$ cat config.mk
export PLATFORM = sky130hd
export DESIGN_NAME = imu_serial_frame_parser_top
export DESIGN_NICKNAME = d
export VERILOG_FILES = /design/src/isfp_pkg.sv /design/src/isfp_frame_core.sv /design/src/imu_serial_frame_parser_top.sv
export VERILOG_INCLUDE_DIRS = /design/src /design/src/src
export SDC_FILE = /design/constraint.sdc
export NUM_CORES = 1
export LEC_CHECK = 0
export BUFFER_PORTS_ARGS = -buffer_cell sky130_fd_sc_hd__buf_4
export CAP_MARGIN = 20
export CELL_PAD_IN_SITES_DETAIL_PLACEMENT = 0
export CELL_PAD_IN_SITES_GLOBAL_PLACEMENT = 1
export CORE_MARGIN = 10
export CORE_UTILIZATION = 47
export CTS_CLUSTER_SIZE = 28
export DETAILED_ROUTE_END_ITERATION = 12
export PLACE_DENSITY_LB_ADDON = 0.1
export SLEW_MARGIN = 0
export SYNTH_ARGS = -nofsm -noshare
export SYNTH_HDL_FRONTEND = slang
export SYNTH_SLANG_ARGS = --single-unit
export TNS_END_PERCENT = 50
$ cat constraint.sdc
create_clock -name aclk -period 3.85 [get_ports aclk]
set_clock_uncertainty 0.15 [all_clocks]
set_input_delay 0.5775 -clock aclk [delete_from_list [all_inputs] [get_ports aclk]]
set_output_delay 0.5775 -clock aclk [all_outputs]
set_load 0.005 [all_outputs]
$ cat src/imu_serial_frame_parser_top_macros.svh
// Assertion macros used by the frame parser top level.
`ifndef IMU_SERIAL_FRAME_PARSER_TOP_MACROS_SVH
`define IMU_SERIAL_FRAME_PARSER_TOP_MACROS_SVH

`ifndef NO_ASSERTIONS

// Property checked on every rising clock edge outside of reset.
`define ISFP_ASSERT(lbl, clk, rst_n, prop, msg) \
    lbl: assert property (@(posedge clk) disable iff (!rst_n) (prop)) else $error(msg);

// Condition that must never be true outside of reset.
`define ISFP_ASSERT_NEVER(lbl, clk, rst_n, cond, msg) \
    lbl: assert property (@(posedge clk) disable iff (!rst_n) !(cond)) else $error(msg);

`else

`define ISFP_ASSERT(lbl, clk, rst_n, prop, msg)

`define ISFP_ASSERT_NEVER(lbl, clk, rst_n, cond, msg)

`endif

`endif

$ cat src/isfp_pkg.sv
// Types and constants shared by the serial IMU frame parser.
package isfp_pkg;

    // Width of the frame byte position counter.
    localparam int unsigned POS_W = 4;

    // Last frame byte that carries value data.
    localparam int unsigned DATA_LAST_BYTE = 9;

    // Frame type byte values.
    localparam logic [7:0] TYPE_ACC        = 8'h51;
    localparam logic [7:0] TYPE_RATE       = 8'h52;
    localparam logic [7:0] TYPE_ANGLE      = 8'h53;
    localparam logic [7:0] TYPE_FIELD      = 8'h54;
    localparam logic [7:0] TYPE_QUATERNION = 8'h59;

    // Result kind codes.
    typedef enum logic [2:0] {
        KIND_ACCEL      = 3'd0,
        KIND_GYRO       = 3'd1,
        KIND_ANGLE      = 3'd2,
        KIND_MAGNETIC   = 3'd3,
        KIND_QUATERNION = 3'd4
    } kind_t;

    // One parsed frame handed from the frame core to the output register.
    typedef struct packed {
        logic               valid;
        kind_t              kind;
        logic signed [15:0] value_a;
        logic signed [15:0] value_b;
        logic signed [15:0] value_c;
        logic signed [15:0] value_d;
        logic               motion_seen;
    } result_t;

endpackage

$ cat src/isfp_frame_core.sv
// Frame state, running checksum and frame decode of the serial IMU parser.
module isfp_frame_core #(
    parameter int unsigned FRAME_BYTES = 11
) (
    input  logic             aclk,
    input  logic             aresetn,
    input  logic             step,
    input  logic [7:0]       rx_byte,
    input  logic [7:0]       header_byte,
    output isfp_pkg::result_t result
);
    import isfp_pkg::*;

    localparam logic [POS_W-1:0] LAST_POS = POS_W'(FRAME_BYTES - 1);

    logic                 in_frame_reg, in_frame_next;
    logic [POS_W-1:0]     pos_reg, pos_next;
    logic [7:0]           sum_reg, sum_next;
    logic                 motion_reg, motion_next;
    logic [7:0]           store_reg [1:DATA_LAST_BYTE];

    logic                 last_byte;
    logic                 sum_ok;
    logic                 type_known;
    logic                 type_motion;
    kind_t                kind;

    // Decode the type byte of the frame held in the store.
    always_comb begin
        type_known  = 1'b1;
        type_motion = 1'b0;
        kind        = KIND_ACCEL;
        case (store_reg[1])
            TYPE_ACC: begin
                kind        = KIND_ACCEL;
                type_motion = 1'b1;
            end
            TYPE_RATE: begin
                kind        = KIND_GYRO;
                type_motion = 1'b1;
            end
            TYPE_ANGLE: begin
                kind        = KIND_ANGLE;
                type_motion = 1'b1;
            end
            TYPE_FIELD: begin
                kind = KIND_MAGNETIC;
            end
            TYPE_QUATERNION: begin
                kind = KIND_QUATERNION;
            end
            default: begin
                type_known = 1'b0;
            end
        endcase
    end

    assign last_byte = in_frame_reg && (pos_reg == LAST_POS);
    assign sum_ok    = (sum_reg == rx_byte);

    // Next state of the frame tracker for the current item.
    always_comb begin
        in_frame_next = in_frame_reg;
        pos_next      = pos_reg;
        sum_next      = sum_reg;
        motion_next   = motion_reg;
        if (!in_frame_reg) begin
            if (rx_byte == header_byte) begin
                in_frame_next = 1'b1;
                pos_next      = POS_W'(1);
                sum_next      = rx_byte;
            end
        end else if (last_byte) begin
            in_frame_next = 1'b0;
            pos_next      = '0;
            if (sum_ok && type_motion) begin
                motion_next = 1'b1;
            end
        end else begin
            pos_next = pos_reg + POS_W'(1);
            sum_next = sum_reg + rx_byte;
        end
    end

    // Control state.
    always_ff @(posedge aclk) begin
        if (!aresetn) begin
            in_frame_reg <= 1'b0;
            pos_reg      <= '0;
            sum_reg      <= '0;
            motion_reg   <= 1'b0;
        end else if (step) begin
            in_frame_reg <= in_frame_next;
            pos_reg      <= pos_next;
            sum_reg      <= sum_next;
            motion_reg   <= motion_next;
        end
    end

    // Frame bytes that carry the type and the values, each at its own slot.
    always_ff @(posedge aclk) begin
        for (int unsigned i = 1; i <= DATA_LAST_BYTE; i++) begin
            if (step && in_frame_reg && !last_byte && (pos_reg == POS_W'(i))) begin
                store_reg[i] <= rx_byte;
            end
        end
    end

    // Result of the frame that completes with this item.
    always_comb begin
        result.valid       = step && last_byte && sum_ok && type_known;
        result.kind        = kind;
        result.value_a     = {store_reg[3], store_reg[2]};
        result.value_b     = {store_reg[5], store_reg[4]};
        result.value_c     = {store_reg[7], store_reg[6]};
        result.value_d     = (kind == KIND_QUATERNION) ? {store_reg[9], store_reg[8]} : '0;
        result.motion_seen = motion_next;
    end

endmodule

$ cat src/imu_serial_frame_parser_top.sv
// Top level of the serial IMU frame parser with stream ports.
// The parser takes one received byte per item and can accept a byte in every
// clock cycle while the output does not stall. A byte goes into an input register.
// From there it runs through the frame tracker and the running 8-bit sum when the
// core steps, and that edge loads a completed good frame into the output register.
// The input stalls only while a result waits in the output register and the
// receiver is not ready. The running sum register and the byte position counter
// take one byte per step, which sets the rate of one item per cycle while the
// output is not stalled. Bytes are ignored until header_byte arrives; a frame of
// FRAME_BYTES bytes then follows, and only frames with a matching checksum and a
// known type byte give a result. Values are raw little-endian signed 16-bit words.
`include "imu_serial_frame_parser_top_macros.svh"

module imu_serial_frame_parser_top #(
    parameter int unsigned FRAME_BYTES = 11
) (
    input  logic        aclk,
    input  logic        aresetn,
    // Header byte register.
    input  logic        cfg_wr_en,
    input  logic [7:0]  cfg_wr_data,
    // Received bytes.
    input  logic        s_axis_tvalid,
    output logic        s_axis_tready,
    input  logic [7:0]  s_axis_tdata,   // [7:0] rx_byte
    // Parsed frames.
    output logic        m_axis_tvalid,
    input  logic        m_axis_tready,
    output logic [71:0] m_axis_tdata,   // [15:0] value_a, [31:16] value_b, [47:32] value_c,
                                        // [63:48] value_d, [64] motion_seen, [71:65] zero
    output logic [2:0]  m_axis_tuser    // [2:0] kind
);
    import isfp_pkg::*;

    logic       header_wr;
    logic [7:0] header_byte_reg;
    logic       in_valid_reg;
    logic [7:0] in_byte_reg;
    logic       out_valid_reg;
    result_t    out_reg;
    result_t    core_result;
    logic       step;

    // The header register is the only configuration register.
    assign header_wr = cfg_wr_en;

    always_ff @(posedge aclk) begin
        if (!aresetn) begin
            header_byte_reg <= 8'h55;
        end else if (header_wr) begin
            header_byte_reg <= cfg_wr_data;
        end
    end

    // An item moves into the core when the output register is free or drains now.
    assign step          = in_valid_reg && (!out_valid_reg || m_axis_tready);
    assign s_axis_tready = !in_valid_reg || step;

    // Input register.
    always_ff @(posedge aclk) begin
        if (!aresetn) begin
            in_valid_reg <= 1'b0;
        end else if (s_axis_tready) begin
            in_valid_reg <= s_axis_tvalid;
        end
    end

    always_ff @(posedge aclk) begin
        if (s_axis_tready && s_axis_tvalid) begin
            in_byte_reg <= s_axis_tdata;
        end
    end

    isfp_frame_core #(
        .FRAME_BYTES (FRAME_BYTES)
    ) u_core (
        .aclk        (aclk),
        .aresetn     (aresetn),
        .step        (step),
        .rx_byte     (in_byte_reg),
        .header_byte (header_byte_reg),
        .result      (core_result)
    );

    // Output register.
    always_ff @(posedge aclk) begin
        if (!aresetn) begin
            out_valid_reg <= 1'b0;
        end else if (step) begin
            out_valid_reg <= core_result.valid;
        end else if (m_axis_tready) begin
            out_valid_reg <= 1'b0;
        end
    end

    always_ff @(posedge aclk) begin
        if (step && core_result.valid) begin
            out_reg <= core_result;
        end
    end

    assign m_axis_tvalid = out_valid_reg;
    assign m_axis_tuser  = out_reg.kind;
    assign m_axis_tdata  = {7'd0, out_reg.motion_seen, out_reg.value_d, out_reg.value_c,
                            out_reg.value_b, out_reg.value_a};

    // The core never advances while a result waits in a stalled output register.
    `ISFP_ASSERT_NEVER(a_no_step_on_stall, aclk, aresetn,
        step && out_valid_reg && !m_axis_tready,
        "core advanced over a stalled result")
    // Motion frames always show the motion flag set.
    `ISFP_ASSERT(a_motion_flag, aclk, aresetn,
        out_valid_reg && (out_reg.kind == KIND_ACCEL || out_reg.kind == KIND_GYRO
            || out_reg.kind == KIND_ANGLE) |-> out_reg.motion_seen,
        "motion frame without motion flag")
    // The fourth value is only filled for quaternion frames.
    `ISFP_ASSERT(a_value_d_zero, aclk, aresetn,
        out_valid_reg && (out_reg.kind != KIND_QUATERNION) |-> (out_reg.value_d == 16'sd0),
        "value_d set for a non-quaternion frame")
    // Once reported, the sticky motion flag stays set.
    `ISFP_ASSERT(a_motion_sticky, aclk, aresetn,
        step && core_result.valid
            && $past(step && core_result.valid && core_result.motion_seen)
            |-> core_result.motion_seen,
        "motion flag cleared between frames")

endmodule
[Word level (Yosys, flattened, before mapping)]
Memories as Yosys holds them, arrays and structs flattened. A register that Yosys moved wholly into a read port is not among the register bits.
Cells that the tools add are included.
Storage, ports and cells
  RAM bits: 72
  output and inout bits: 77
  latch bits: 0
  bits in registers: 36
  input bits: 21
  memory bits (read-only): 0
  memories: 1
  word-level logic and storage cells: 131
Memories
  u_core.store_reg: words 9, bits a word 8, read ports 9, clocked after Yosys merged registers in 8, wr ports 1, line isfp_frame_core.sv:20  | logic [7:0] store_reg [1:DATA_LAST_BYTE];
Operators by class
  shift operators: 0
  reduce and logical (&&, ||, !) cells: 40
  $mul: 0
  equality and inequality tests: 19
  multiplexer cells: 59
  magnitude comparators: 0
  divide/modulo/power cells: 0
  $add $sub $neg: 2
  bitwise logic cells: 0
Operators with widths (number)
  two-way mux 8 bit: 11
  OR reduction 8 bit: 8
  two-way mux 4 bit: 11
  == test 8 x 7 -> 1 bit (second input constant): 5
  two-way mux 1 bit: 36
  logical AND 1 bit: 19
  == test 4 x 3 -> 1 bit (second input constant): 4
  == test 8 bit: 2
  == test 4 bit (second input constant): 3
  case mux 3 bit (4 select lines): 1
  adder 8 bit: 1
  == test 4 x 2 -> 1 bit (second input constant): 2
  logical NOT 1 bit: 5
  OR reduction 5 bit: 1
  adder 4 x 1 -> 4 bit (second input constant): 1
  == test 4 x 1 -> 1 bit (second input constant): 1
  nonzero test 2 bit: 2
  == test 3 bit (second input constant): 1
  AND reduction 3 bit: 1
  OR reduction 3 bit: 1
  logical OR 1 bit: 2
  != test 2 bit (second input constant): 1
  AND reduction 2 bit: 1

[Depth between registers and ports, before layout]
Gate-level depths: netlist of run 1.
  word-level depth: 17
  depth in mapped cells: 9
  mapped depth without buffers: 9

[Hierarchy]
Synthesis of run 1 repeated with hierarchy kept, for this count alone.
Unflattened totals
  cell total of the unflattened synthesis: 428
  area, all modules: 6717.7 µm²
By module, submodules not included
  isfp_frame_core: area each 3982.6 µm², cells an instance 305, instances 1, sequential area each 2442.3 µm²
  imu_serial_frame_parser_top: area each 2735.1 µm², cells an instance 123, instances 1, sequential area each 2482.4 µm²

[Worst setup path after synthesis of run 1]
OpenSTA, ideal clock, no wires.
  kind: register to register
  start: register in_byte_reg[5]
  end: register m_axis_tdata[0] (netlist name)
  clock period less this slack: 3.580 ns
  buffers on the path: 0
  cell stages (with the launch flop): 6
  data required time: 3.267 ns
  arrival: 2.998 ns
  library setup time: 0.433 ns
  path slack: 0.270 ns
  path through: edfxtp_1 > ha_1 > nor4_1 > nand3_1 > nor2_1 > and4_1
On the way
  cells in the longest elaborated chain, start to end: 4
Ends and longest elaborated chain
  start, declared: line imu_serial_frame_parser_top.sv:38  | logic [7:0] in_byte_reg;
  start signal, assigned: line imu_serial_frame_parser_top.sv:70  | in_byte_reg <= s_axis_tdata;
  == test 8 bit: line isfp_frame_core.sv:59  | assign sum_ok = (sum_reg == rx_byte);
  logical AND 1 bit (2 in a row): line isfp_frame_core.sv:111  | result.valid = step && last_byte && sum_ok && type_known;
  logical AND 1 bit: line imu_serial_frame_parser_top.sv:97  | if (step && core_result.valid) begin
Every way passes these cells.
A chain may end at the register's enable or synchronous reset.

[Worst setup path in the final report of run 1]
  start: register in_byte_reg[5]
  end: register out_reg, in the netlist m_axis_tuser[0], enable pin
On the way
  cells in the longest elaborated chain, start to end: 4
Ends and longest elaborated chain
  == test 8 bit: line isfp_frame_core.sv:59
  logical AND 1 bit (2 in a row): line isfp_frame_core.sv:111
  logical AND 1 bit: line imu_serial_frame_parser_top.sv:97
  end signal, assigned: line imu_serial_frame_parser_top.sv:98  | out_reg <= core_result;
  end, declared: line imu_serial_frame_parser_top.sv:40  | result_t out_reg;
Every way passes these cells.

==> results by group, run 1 <==
Die
  – Die height: 136 um
  – Io pins: 98
  – Die width: 136 um
  – FP Rows: 42
  – Die area: 18400 um2
  – Core Area: 13200 um2
  – Starting Density: 0.477

Yosys
  – Adder-cell share of the synthesized area: 0.0250
  – Synth Instances: 379
  – Mux share of post-synthesis cell area: 0.0223
  – Synth Area in XOR/XNOR: 0.0181
  – Netlist cell types: 45
  – Simple-gate area share of the yosys netlist: 0.0946
  – Largest family of logic cells by synthesized area: simple AND/OR/NAND/NOR gates
  – Yosys reg bits: 172
  – Seq/Total Area, Yosys: 0.783
  – Synthesized area: around 6300 um2
  – Mean Syn Cell Area: between 15 and 20 um2
  – Compound-cell area share of the yosys netlist: 0.0364
  – Yosys Warn Count: 0

Job
  – Max-capacitance violation count: 0

Clock tree
  – Post_cts resized: 0
  – Clock transition at path regs: about 0.060 ns
  – Num CTS Buffers: 17
  – CTS Sinks: 172
  – Post-CTS setup buffers: 0
  – H-tree depth: 4
  – Post-CTS Hold Buffers: 0
  – Worst-Skew Late Latency: 0.42 ns
  – Root buffer cell: clkbuf_16
  – CTS tree: done
  – Clock buffer depth: 2

Routing
  – Routed WL per cell: around 18 um
  – DR vias: 3290
  – Drc violations: 0
  – Vias per std cell: a little under 5
  – Initial DRC Count: 163
  – Routed Antenna Nets: 0
  – Final WL: 12000 um
  – DRT Pass-1 Iters: 5

Pwr
  – Leak pwr: 2.81 nW
  – Power density over cell area: ~480 nW/um2
  – Overall Power: 0.00375 W
  – Worst vdd ir: ~240 uV

Worst hold path
  – Worst hold path type: input pin to flip-flop

Global routing
  – Antenna violations before repair: 0
  – Vias in the first global route: 3369
  – Global-route wire length before repair: 18700 um
  – Largest net degree at the start of global routing: 50
  – Overflow after GRT: 0
  – Total GRT Usage: 0.136

Setup path
  – Critical path capture point type: flip-flop
  – Critical path type: flip-flop to flip-flop
  – CP required: 3.80 ns
  – Arr. time, crit path: 2.98 ns
  – Maximum fanout along the worst path: 49
  – Critical Path Source Type: flip-flop

Place
  – # port buffers: 90
  – DP Wirelength: 8180 um
  – Placer Congestion: 0.802

Finish
  – Diodes inserted: 0
  – Share of cells above drive strength 1: 0.258
  – Area of the multi-input gates: between 1000 and 1500 um2
  – Number of flip-flops in the largest register: slightly above 70
  – FF/Latch Area: 4920 um2
  – Fin nets: 517
  – P&R area growth vs syn: 23.1%
  – Layout filler cell count: 1015

Timing
  – Crit path time final: 3.03 ns
  – Setup violators final: 0
  – Slew Viols, Final: 0
  – Period utilization: 0.786
  – Hold_ws: between 0.15 and 0.2 ns
  – Worst-margin pin slew: 0.830 ns
  – Fmax: 330 MHz
  – Endpoints failing hold: 0
  – RSZ-0062 raised after global routing: no
  – Relative slew slack: 0.446
  – Setup TNS: 0 ns

Outcome
  – Status: finished clean
==> cells in the final DEF (no fill, tap or decap), types with 3 or more instances in the layout <==
master / n
and2_1: 11
xnor2_1: 3
ha_1: 11
buf_4: 94
nor2_1: 21
xor2_1: 10
inv_1: 10
a211oi_1: 4
edfxtp_1: 148
clkinv_1: 4
nand3_1: 5
nor2b_1: 4
clkbuf_16: 17
nand3b_1: 4
and3_1: 16
dfxtp_1: 24
nand2b_1: 3
nor3_1: 6
nor4b_1: 3
o21ai_0: 11
mux2i_1: 14
clkbuf_1: 3
nand2_1: 15
conb_1: 7
or3_1: 3
a21oi_1: 9
==> stage by stage <==
step | instance area (um2) | instances | worst slack, ns | util
after floorplan | 6320 | 385 | 0.270 | -
after global placement | 7180 | 640 | 0.885 | 0.544
after detailed placement | 7180 | 640 | 0.792 | 0.544
after CTS | 7740 | 672 | 0.798 | 0.587
after global routing | 7750 | 673 | 0.611 | 0.587
final | 7750 | 673 | 0.823 | 0.587
==> Yosys cell counts (all sizes together) <==
library cell,number,area share
conb,1,0.00060
o211a,2,0.0032
a21o,1,0.0012
a31oi,2,0.0020
a311oi,2,0.0028
and3b,1,0.0014
a21boi,1,0.0012
a21oi,9,0.0072
nand2,15,0.0089
a211oi,4,0.0048
buf,8,0.0091
or3,3,0.0030
clkinv,1,0.00060
nor2,22,0.014
nand2b,4,0.0052
and2b,1,0.0012
and2,11,0.011
a22oi,1,0.0012
clkbuf,8,0.0048
ha,11,0.022
xor2,10,0.014
xnor2,3,0.0042
o21ai,11,0.0087
dfxtp,24,0.076
mux2i,14,0.022
and4,1,0.0014
fa,1,0.0032
nor3b,2,0.0024
and3,16,0.016
o2111ai,2,0.0028
nand3,5,0.0040
nor4bb,2,0.0032
nor3,6,0.0048
a41oi,1,0.0014
nor2b,4,0.0040
and4bb,1,0.0020
nand3b,4,0.0048
nor4,3,0.0040
nor4b,3,0.0042
inv,10,0.0060
edfxtp,148,0.71
==> final cells by class <==
class,count,share of cell area
timing repair buffer,96,0.0946
sequential,172,0.636
clock inverter,12,0.0158
tap,176,0.0284
inverter,11,0.00533
multi-input combinational,186,0.164
clock buffer,20,0.0564
==> critical path, cell delays in order, from the launching register on <==
cell	delay, ns
edfxtp_1	0.62
ha_1	0.46
nor4_1	0.28
nand3_1	0.11
nor2_1	0.14
and4_2	0.60
buf_12	0.33
==> final timing paths <==
| kind | start | to | slack, ns | cells after the start |
|---|---|---|---|---|
| worst min-delay path | s_axis_tdata[3] | in_byte_reg[3] | 0.18 | 1 |
| worst max register to register | in_byte_reg[5] | m_axis_tuser[0] | 0.82 | 6 |
| worst max-delay path | in_byte_reg[5] | m_axis_tuser[0] | 0.82 | 6 |
| worst min register to register | u_core.store_reg[2][3] | m_axis_tdata[3] | 0.27 | 0 |
==> cells by family after synthesis <==
| kind of cell | after synthesis |
|---|---|
| flip-flops | 172 |
| AND/OR/NAND/NOR | 104 |
| AO/OA/AOI/OAI | 36 |
| buffers and inverters | 27 |
| multiplexers | 14 |
| XOR/XNOR | 13 |
| adder cells (fa/ha/maj) | 12 |
| other | 1 |
==> report_power, final <==
group | switching (W) | internal [W] | total (W)
clock network | 0.000660 | 0.000948 | 0.00161
logic | 0.0000524 | 0.0000384 | 0.0000908
registers | 0.0000219 | 0.00203 | 0.00205
==> routing by layer <==
layer | vias to the layer above | wire [um] | global-route usage
met5 | - | 0 | 0
met4 | 0 | 89 | 0.0484
met3 | 7 | 801 | 0.0542
met2 | 88 | 6050 | 0.222
met1 | 1575 | 5080 | 0.159
li1 | 1620 | - | -
(Power assumes the default switching activity.)
==> run 2: changes to the inputs <==
--- a/config.mk
+++ b/config.mk
@@ -6,12 +6,13 @@
 export SDC_FILE = /design/constraint.sdc
 export NUM_CORES = 1
 export LEC_CHECK = 0
+export ABC_AREA = 1
 export BUFFER_PORTS_ARGS = -buffer_cell sky130_fd_sc_hd__buf_4
 export CAP_MARGIN = 20
 export CELL_PAD_IN_SITES_DETAIL_PLACEMENT = 0
 export CELL_PAD_IN_SITES_GLOBAL_PLACEMENT = 1
 export CORE_MARGIN = 10
-export CORE_UTILIZATION = 47
+export CORE_UTILIZATION = 46
 export CTS_CLUSTER_SIZE = 28
 export DETAILED_ROUTE_END_ITERATION = 12
 export PLACE_DENSITY_LB_ADDON = 0.1
==> constraint.sdc (replaced) <==
create_clock -name aclk -period 3 [get_ports aclk]
set_clock_uncertainty 0.15 [all_clocks]
set_input_delay 0.45 -clock aclk [delete_from_list [all_inputs] [get_ports aclk]]
set_output_delay 0.45 -clock aclk [all_outputs]
set_load 0.005 [all_outputs]
==> results by group, run 2 <==
Place
  – Placed Cells: around 760
  – DP Wirelength: 9070 um
  – Placer Congestion: 0.801
  – # port buffers: 90

Finish
  – Non-Filler Instances: 794
  – P&R area growth vs syn: 23.9%
  – Fin nets: 634
  – Commonest non-fill, non-tap cells in the layout: edfxtp_1, buf_4, nand2_1
  – Number of flip-flops in the largest register: 72
  – Commonest non-fill, non-tap cell in the layout: edfxtp_1
  – Share of cells above drive strength 1: 0.243
  – Diodes inserted: 0

Clock tree
  – CTS Sinks: 172
  – Clock buffer depth: 2
  – Post_cts resized: 0
  – Post-CTS Hold Buffers: 0
  – CTS tree: done
  – Root buffer cell: clkbuf_16
  – Post-CTS setup buffers: 0
  – Clock transition at path regs: 0.07 ns
  – Worst-Skew Late Latency: 0.42 ns
  – Num CTS Buffers: 17
  – H-tree depth: 4

Global routing
  – Vias in the first global route: 3772
  – Overflow after GRT: 0
  – Global-route wire length before repair: 20500 um
  – Antenna violations before repair: 0
  – Total GRT Usage: 0.140
  – Largest net degree at the start of global routing: 48

Pwr
  – Worst vdd ir: 270 uV
  – Power density over cell area: 602 nW/um2
  – Leak pwr: 3.15 nW

Die
  – Die height: approximately 140 um
  – Starting Density: 0.466
  – Core Area: 13800 um2
  – Io pins: about 100
  – FP Rows: between 40 and 50
  – Die area: 19100 um2
  – Die width: 138 um

Routing
  – Drc violations: 0
  – DR vias: 3716
  – Final WL: ~13000 um
  – Initial DRC Count: between 150 and 200
  – Routed Antenna Nets: 0
  – Routed WL per cell: 16.3 um
  – Vias per std cell: 4.68
  – DRT Pass-1 Iters: 4

Setup path
  – CP required: around 3.0 ns
  – Maximum fanout along the worst path: 47
  – Critical path capture point type: flip-flop
  – Critical path type: flip-flop to flip-flop
  – Critical Path Source Type: flip-flop
  – Arr. time, crit path: 2.55 ns

Yosys
  – Most numerous cell in the Yosys netlist: edfxtp_1
  – Post-synth top cells: edfxtp_1, nand2_1, inv_1
  – Most area-hungry cell type in the Yosys netlist: edfxtp_1
  – Yosys reg bits: about 170
  – Top-area cell type share of the netlist area: 0.692
  – Most used DFF post-synth: edfxtp_1
  – Synth Instances: 482
  – Ys async rst share: 0
  – Post-synth EDFFs: 148
  – Netlist cell types: 29
  – Top cells by area, synth: edfxtp_1, dfxtp_1, nand2_1
  – Seq/Total Area, Yosys: 0.767
  – Yosys Warn Count: 0
  – Mean Syn Cell Area: 13.3 um2
  – Synthesized area: 6420 um2

Timing
  – Slew Viols, Final: 0
  – RSZ-0062 raised after global routing: no
  – Setup TNS: 0 ns
  – Relative slew slack: 0.581
  – Setup violators final: 0
  – Fmax: 385 MHz
  – Crit path time final: 2.59 ns
  – Worst-margin pin slew: 0.626 ns
  – Endpoints failing hold: 0
  – Period utilization: 0.865

Outcome
  – Status: finished clean

Job
  – Max-capacitance violation count: 0

Worst hold path
  – Worst hold path type: input pin to flip-flop
run 2: worst paths after layout:
path | end | slack [ns] | cells past startpoint | start
setup / recovery | m_axis_tuser[0] | 0.41 | 7 | in_byte_reg[5]
hold / removal | in_byte_reg[7] | 0.05 | 1 | s_axis_tdata[7]
setup reg to reg | m_axis_tuser[0] | 0.41 | 7 | in_byte_reg[5]
hold reg to reg | m_axis_tdata[17] | 0.26 | 0 | u_core.store_reg[4][1]
run 2: layer usage:
layer / vias to the layer above / global-route usage / wire length, um
li1: 1859 / - / -
met1: 1723 / 0.164 / 5520
met2: 115 / 0.229 / 6440
met3: 19 / 0.0401 / 701
met4: 0 / 0.0699 / 311
met5: - / 0 / 0
run 2: critical path: stages (launching register included):
cell	delay (ns)
edfxtp_1	0.39
ha_1	0.38
nor3_1	0.20
nand4_1	0.11
nor3_1	0.26
nand3_1	0.23
clkinvlp_4	0.27
buf_12	0.26
run 2: layout make-up:
type,instances,area [um2]
multi-input combinational,239,1180
inverter,63,240
tap,180,225
clock buffer,21,440
sequential,172,4920
fill,1170,5820
timing repair buffer,108,823
clock inverter,11,119
run 2: cells by family (layout without fill, tap and decap cells):
group | Yosys count | count (layout) | synth area share
adder cells (fa/ha/maj) | 12 | 12 | 0.0246
AO/OA/AOI/OAI | 31 | 31 | 0.0242
other | 1 | 7 | 0.000584
AND/OR/NAND/NOR | 183 | 183 | 0.122
flip-flops | 172 | 172 | 0.767
XOR/XNOR | 6 | 6 | 0.00936
buffers and inverters | 77 | 203 | 0.0522
run 2: stage by stage:
step,util,worst slack (ns),instance area [um2],total power [W],hold WS (ns)
after floorplan,-,0.247,6440,0.00272,0.250
after global placement,0.537,0.499,7390,0.00278,0.252
after detailed placement,0.537,0.432,7390,0.00278,0.255
after CTS,0.577,0.417,7950,0.00484,0.0319
after global routing,0.577,0.217,7950,0.00496,0.0304
final,0.577,0.406,7950,0.00479,0.0501
run 2: power breakdown:
group | switching [W] | internal [W]
registers | 0.00000873 | 0.00259
logic | 0.0000813 | 0.0000475
clock network | 0.000839 | 0.00122
